**config.mk**
```make
export PLATFORM = sky130hd
export DESIGN_NAME = sobel_ctrl
export DESIGN_NICKNAME = d
export VERILOG_FILES = /design/src/hdl/sobel_pkg.sv /design/src/hdl/sobel_ctrl.sv
export SDC_FILE = /design/constraint.sdc
export NUM_CORES = 1
export LEC_CHECK = 0
export BUFFER_PORTS_ARGS = -buffer_cell sky130_fd_sc_hd__buf_2
export CAP_MARGIN = 20
export CORE_AREA = 3 3 40 42
export DETAILED_ROUTE_END_ITERATION = 6
export DIE_AREA = 0 0 43 45
export HOLD_SLACK_MARGIN = 0.1
export PLACE_DENSITY_LB_ADDON = 0.15
export SYNTH_ARGS = -nofsm -noshare
export SYNTH_HDL_FRONTEND = slang
export SYNTH_SLANG_ARGS = --single-unit
```
**constraint.sdc**
```tcl
create_clock -name clk -period 1.3 [get_ports clk]
set_input_delay 0.065 -clock clk [delete_from_list [all_inputs] [get_ports clk]]
set_output_delay 0.065 -clock clk [all_outputs]
set_load 0.005 [all_outputs]
```
**src/hdl/sobel_pkg.sv**
```systemverilog
package sobel_pkg;

	localparam int MAX_WIDTH = 1024;
	localparam int COL_W = $clog2(MAX_WIDTH);
	localparam int WD_W = COL_W + 1;
	localparam int ROW_W = 17;
	localparam int IMG_W_W = 11;
	localparam int IMG_H_W = 16;
	localparam int CFG_DATA_W = 16;
	localparam int SUM_W = 21;
	localparam int SQRT_STEPS = 11;

	typedef enum logic [0:0] {
		REG_IMAGE_WIDTH  = 1'b0,
		REG_IMAGE_HEIGHT = 1'b1
	} cfg_reg_t;

	typedef enum logic [0:0] {
		ACT_PIXEL = 1'b0,
		ACT_FLUSH = 1'b1
	} action_t;

	typedef struct packed {
		logic       action;
		logic [7:0] in_red;
		logic [7:0] in_green;
		logic [7:0] in_blue;
	} in_item_t;

	typedef struct packed {
		logic [7:0] out_red;
		logic [7:0] out_green;
		logic [7:0] out_blue;
		logic       frame_end;
	} out_item_t;

	// controller to datapath
	typedef struct packed {
		logic load;
		logic sqrt_step;
		logic capture;
	} dp_cmd_t;

	typedef struct packed {
		logic have;
		logic sqrt_last;
	} dp_status_t;

endpackage

```
**src/hdl/sobel_ctrl.sv**
```systemverilog
module sobel_ctrl import sobel_pkg::*; (
	input  logic       clk,
	input  logic       arst_n,
	input  logic       in_valid,
	output logic       in_ready,
	output logic       out_valid,
	input  logic       out_ready,
	input  dp_status_t status,
	output dp_cmd_t    cmd
);

	typedef enum logic [2:0] {
		ST_IDLE = 3'b001,
		ST_SQRT = 3'b010,
		ST_HOLD = 3'b100
	} state_t;

	state_t state_q;
	logic   out_valid_q;
	logic   take;

	// output register parts result from the next item
	assign in_ready  = (state_q == ST_IDLE);
	assign take      = in_valid && in_ready;
	assign out_valid = out_valid_q;

	always_comb begin
		cmd.load      = take;
		cmd.sqrt_step = (state_q == ST_SQRT);
		cmd.capture   = (state_q == ST_HOLD) && (!out_valid_q || out_ready);
	end

	always_ff @(posedge clk or negedge arst_n) begin
		if (!arst_n) begin
			state_q     <= ST_IDLE;
			out_valid_q <= 1'b0;
		end else begin
			if (cmd.capture) out_valid_q <= 1'b1;
			else if (out_ready) out_valid_q <= 1'b0;
			case (state_q)
				ST_IDLE: begin
					if (take && status.have) state_q <= ST_SQRT;
				end
				ST_SQRT: begin
					if (status.sqrt_last) state_q <= ST_HOLD;
				end
				ST_HOLD: begin
					if (cmd.capture) state_q <= ST_IDLE;
				end
				default: state_q <= ST_IDLE;
			endcase
		end
	end

endmodule

```
==> After elaboration in Yosys (flattened, before gate mapping) <==
Cells that the tools add are included.
{ "op_classes": {"n_reduce_logical": 7, "n_eq_ne": 6, "mux": 6} }
{ "ops": {"columns": ["op", "n"], "rows": [
  ["3-bit two-way mux", 3],
  ["3-bit case mux with 3 select lines", 1],
  ["2-bit != test (second input constant)", 2],
  ["3-bit by 1-bit == test with 1-bit output (second input constant)", 1],
  ["3-bit by 2-bit == test with 1-bit output (second input constant)", 1],
  ["3-bit == test (second input constant)", 1],
  ["1-bit logical AND", 3],
  ["3-bit AND reduction", 1],
  ["1-bit two-way mux", 2],
  ["2-bit by 1-bit != test with 1-bit output (second input constant)", 1],
  ["2-bit nonzero test", 1],
  ["1-bit zero test", 1],
  ["1-bit logical OR", 1]
]} }
{ "totals": {"out_inout_bits": 5, "in_bits": 6, "ff_bits": 4, "wordCells": 21} }

==> Depth between registers and ports, before layout <==
{ "depth": {"word_depth": 5, "ltp_mapped": 3, "ltp_nobuf": 3} }

==> Least setup slack after synthesis <==
OpenSTA, ideal clock, no wires.
{ "synth_path": {"path_kind": "reg2out", "start": "register state_q[0]", "end": "output port cmd[2] in the netlist's numbering", "slack_ns": 0.196, "path_buffers": 1, "path_stages_with_launch": 4, "t_arrival_ns": 1.039, "required_ns": 1.235, "cell_sequence": "dfstp_2 nor3b_2 and2_1 buf_4"} }
{ "synth_via": {"elab_chain_len": 2} }
{ "synth_rtl": {"columns": ["item", "line", "source"], "rows": [
  ["from (decl)", "sobel_ctrl.sv:18", "state_t state_q;"],
  ["from (signal assigned)", "sobel_ctrl.sv:35", "state_q <= ST_IDLE;"],
  ["from (signal assigned)", "sobel_ctrl.sv:42", "if (take && status.have) state_q <= ST_SQRT;"],
  ["from (signal assigned)", "sobel_ctrl.sv:45", "if (status.sqrt_last) state_q <= ST_HOLD;"],
  ["3-bit by 1-bit == test with 1-bit output", "sobel_ctrl.sv:23", "assign in_ready = (state_q == ST_IDLE);"],
  ["net in_ready", "sobel_ctrl.sv:5", "output logic in_ready,"],
  ["1-bit logical AND", "sobel_ctrl.sv:24", "assign take = in_valid && in_ready;"],
  ["to (decl)", "sobel_ctrl.sv:9", "output dp_cmd_t cmd"]
]} }
The timed path passes the listed nets, and every way through them passes these cells.

==> flow_summary.json <==
{
  "status": "finished, violations left",
  "violations": "setup timing",
  "track_usage_pct": 6.182,
  "grt_max_degree": 7,
  "ys_warn_count": 0,
  "fin_crit_sh_pct": 100.1,
  "r2r_slack_ns": 0.16,
  "ys_ff_latch": 4,
  "irDropWorstVdd_mv": 0.3591,
  "synth_top_area_cell": "dfrtp_1",
  "fmax_mhz": 768.8,
  "worst_hold_slack_ns": 0.1584,
  "cts.path.max_buffers": 2,
  "port_buffers": 10,
  "cp_max_fo": 4,
  "synth_cells": 21,
  "area_growth_pct": 96.49,
  "first_global_vias": 197,
  "cts_root_buffer": "clkbuf_4",
  "finalHoldViolCount": 0,
  "tritoncts": "done",
  "rsz0062_at_grt": "yes",
  "drt_pass1_iterations": 1,
  "slew_violations": 0,
  "setup_slack_ns": -0.0006927,
  "core_um2": 1285,
  "ys_types": 16,
  "endpoint_kind": "output port",
  "num_vias": 235,
  "cp-start-kind": "register",
  "fp-row-count": 13,
  "drtAntennaViolNets": 0,
  "dieArea_um2": 1935,
  "drc": 0,
  "synthDominantCellAreaShare_pct": 35.09,
  "tightest_slew_ns": 0.2215,
  "path_class": "register to output port",
  "wl_per_cell_um": 8.733,
  "dp_cells": 45,
  "grt_pass1_wl_um": 779,
  "wirelength_um": 524,
  "final-setup-viol-count": 2,
  "ioPinCount": 11,
  "dp_slack_ns": 0.1584,
  "start_util_pct": 16.65,
  "fin_cells": 60,
  "clkLatencyLatePin_ns": 0.24,
  "slew_headroom_pct": 85.11,
  "ys_async_sr_fraction_pct": 100.0,
  "drive_gt1_share_pct": 55.56,
  "ctsHtreeMaxLevel": 1,
  "p_per_area_nw_per_um2": 980.9,
  "p_leak_nw": 0.1970,
  "grt_antenna_before_repair": 0,
  "synthFlopType": "dfrtp_1",
  "num-nets-final": 52,
  "syn-cell-area_um2": 214.0,
  "avgViaCountPerCell": 3.917,
  "critPathRequiredTime_ns": 1.24,
  "fill_cells": 140,
  "drtIter0Drc": 0,
  "placed_cell_area_um2": 275.3,
  "cts_buffers": 3,
  "synth_edf_count": 0,
  "final_area_um2": 420.4,
  "tns_ns": -0.0008831,
  "cts_sinks": 4,
  "path_clk_slew_ns": 0.04,
  "hp-class": "primary input to async pin",
  "utilization_pct": 32.72,
  "synth_commonest_cells": "3 x a21oi_1, 3 x dfrtp_1, 2 x inv_1",
  "avgSynthCellArea_um2": 10.19,
  "fin_crit_ns": 1.301,
  "gp_congestion": 0.6463,
  "syn_nets": 27,
  "synth.area.top_cells": "dfrtp_1 35%, dfstp_2 12%, a21oi_1 7.0%",
  "maxCapViolCount": 0,
  "die_w_um": 43,
  "clock_skew_ns": 0.009486,
  "die_h_um": 45,
  "power_mw": 0.4124,
  "critPathArrivalTime_ns": 1.24,
  "antennaDiodeCount": 0,
  "grt_overflow": 0,
  "ys_seq_area_share_pct": 47.37
}
-- registers in the layout (all words and copies together), names as in the netlist --
register,count
state_q,3
out_valid,1
-- logic make-up (layout without fill, tap and decap cells) --
family	after synthesis	count (layout)	synth area share, %
compound gates	6	6	15.79
buf+inv	3	27	7.020
flops	4	4	47.37
simple gates	8	8	29.82
-- layout make-up --
type	count	area, um2	area share (%)
inverters	2	7.507	1.786
well taps	15	18.77	4.464
flip-flops and latches	4	102.6	24.40
multi-input cells	14	110.1	26.19
clock buffers	4	26.28	6.250
repair buffers	21	155.1	36.90
-- placed cells by master (no fill, tap or decap), drive strengths merged --
cell	count
inv	2
dfstp	1
nand4bb	1
a21oi	3
o31ai	1
clkbuf	4
o21ai	1
buf	16
nor3b	1
dlygate4sd3	5
nor2	1
nand2b	1
and2	1
dfrtp	3
or3b	1
nand3b	1
nand3	1
a31oi	1
-- worst paths after layout --
kind                            cells past startpoint    endpoint       start
worst min-delay path                                2   out_valid      arst_n
worst min register to register                      2   out_valid   out_valid
min in group clk                                    3  state_q[0]   status[1]
max in group asynchronous                           2  state_q[0]      arst_n
worst max register to register                      4  state_q[1]  state_q[0]
worst max-delay path                                3      cmd[2]  state_q[0]
-- where the power goes --
group | leakage [nW] | internal, mW | switching, mW
clock | 0.0150 | 0.115 | 0.0506
sequential | 0.0502 | 0.135 | 0.00665
combinational | 0.132 | 0.0695 | 0.0355
total | 0.197 | 0.320 | 0.0928
-- critical path, cell delays in order (launching register included) --
cell and delay [ns]:
dfstp_2 0.54, nor3b_4 0.22, and2_1 0.15, buf_2 0.10
-- timing repair --
item / 4_1_cts / 5_1_grt
pin swaps: 1 / 2
hold buffers: 5 / 0
setup endpoints to repair: 3 / 2
setup buffers: 4 / 2
resized for setup: 2 / 5
endpoints found under the hold margin: 7 / 0
-- layer usage --
metal  track usage [%]  up-vias  wire length [um]
met5                 0        -                 0
met4             3.614        0                 0
met3             5.976        0                57
met2             8.084       10               243
met1             6.326      104               224
li1                  -      121                 -
Power figures use the tool's default switching activity.
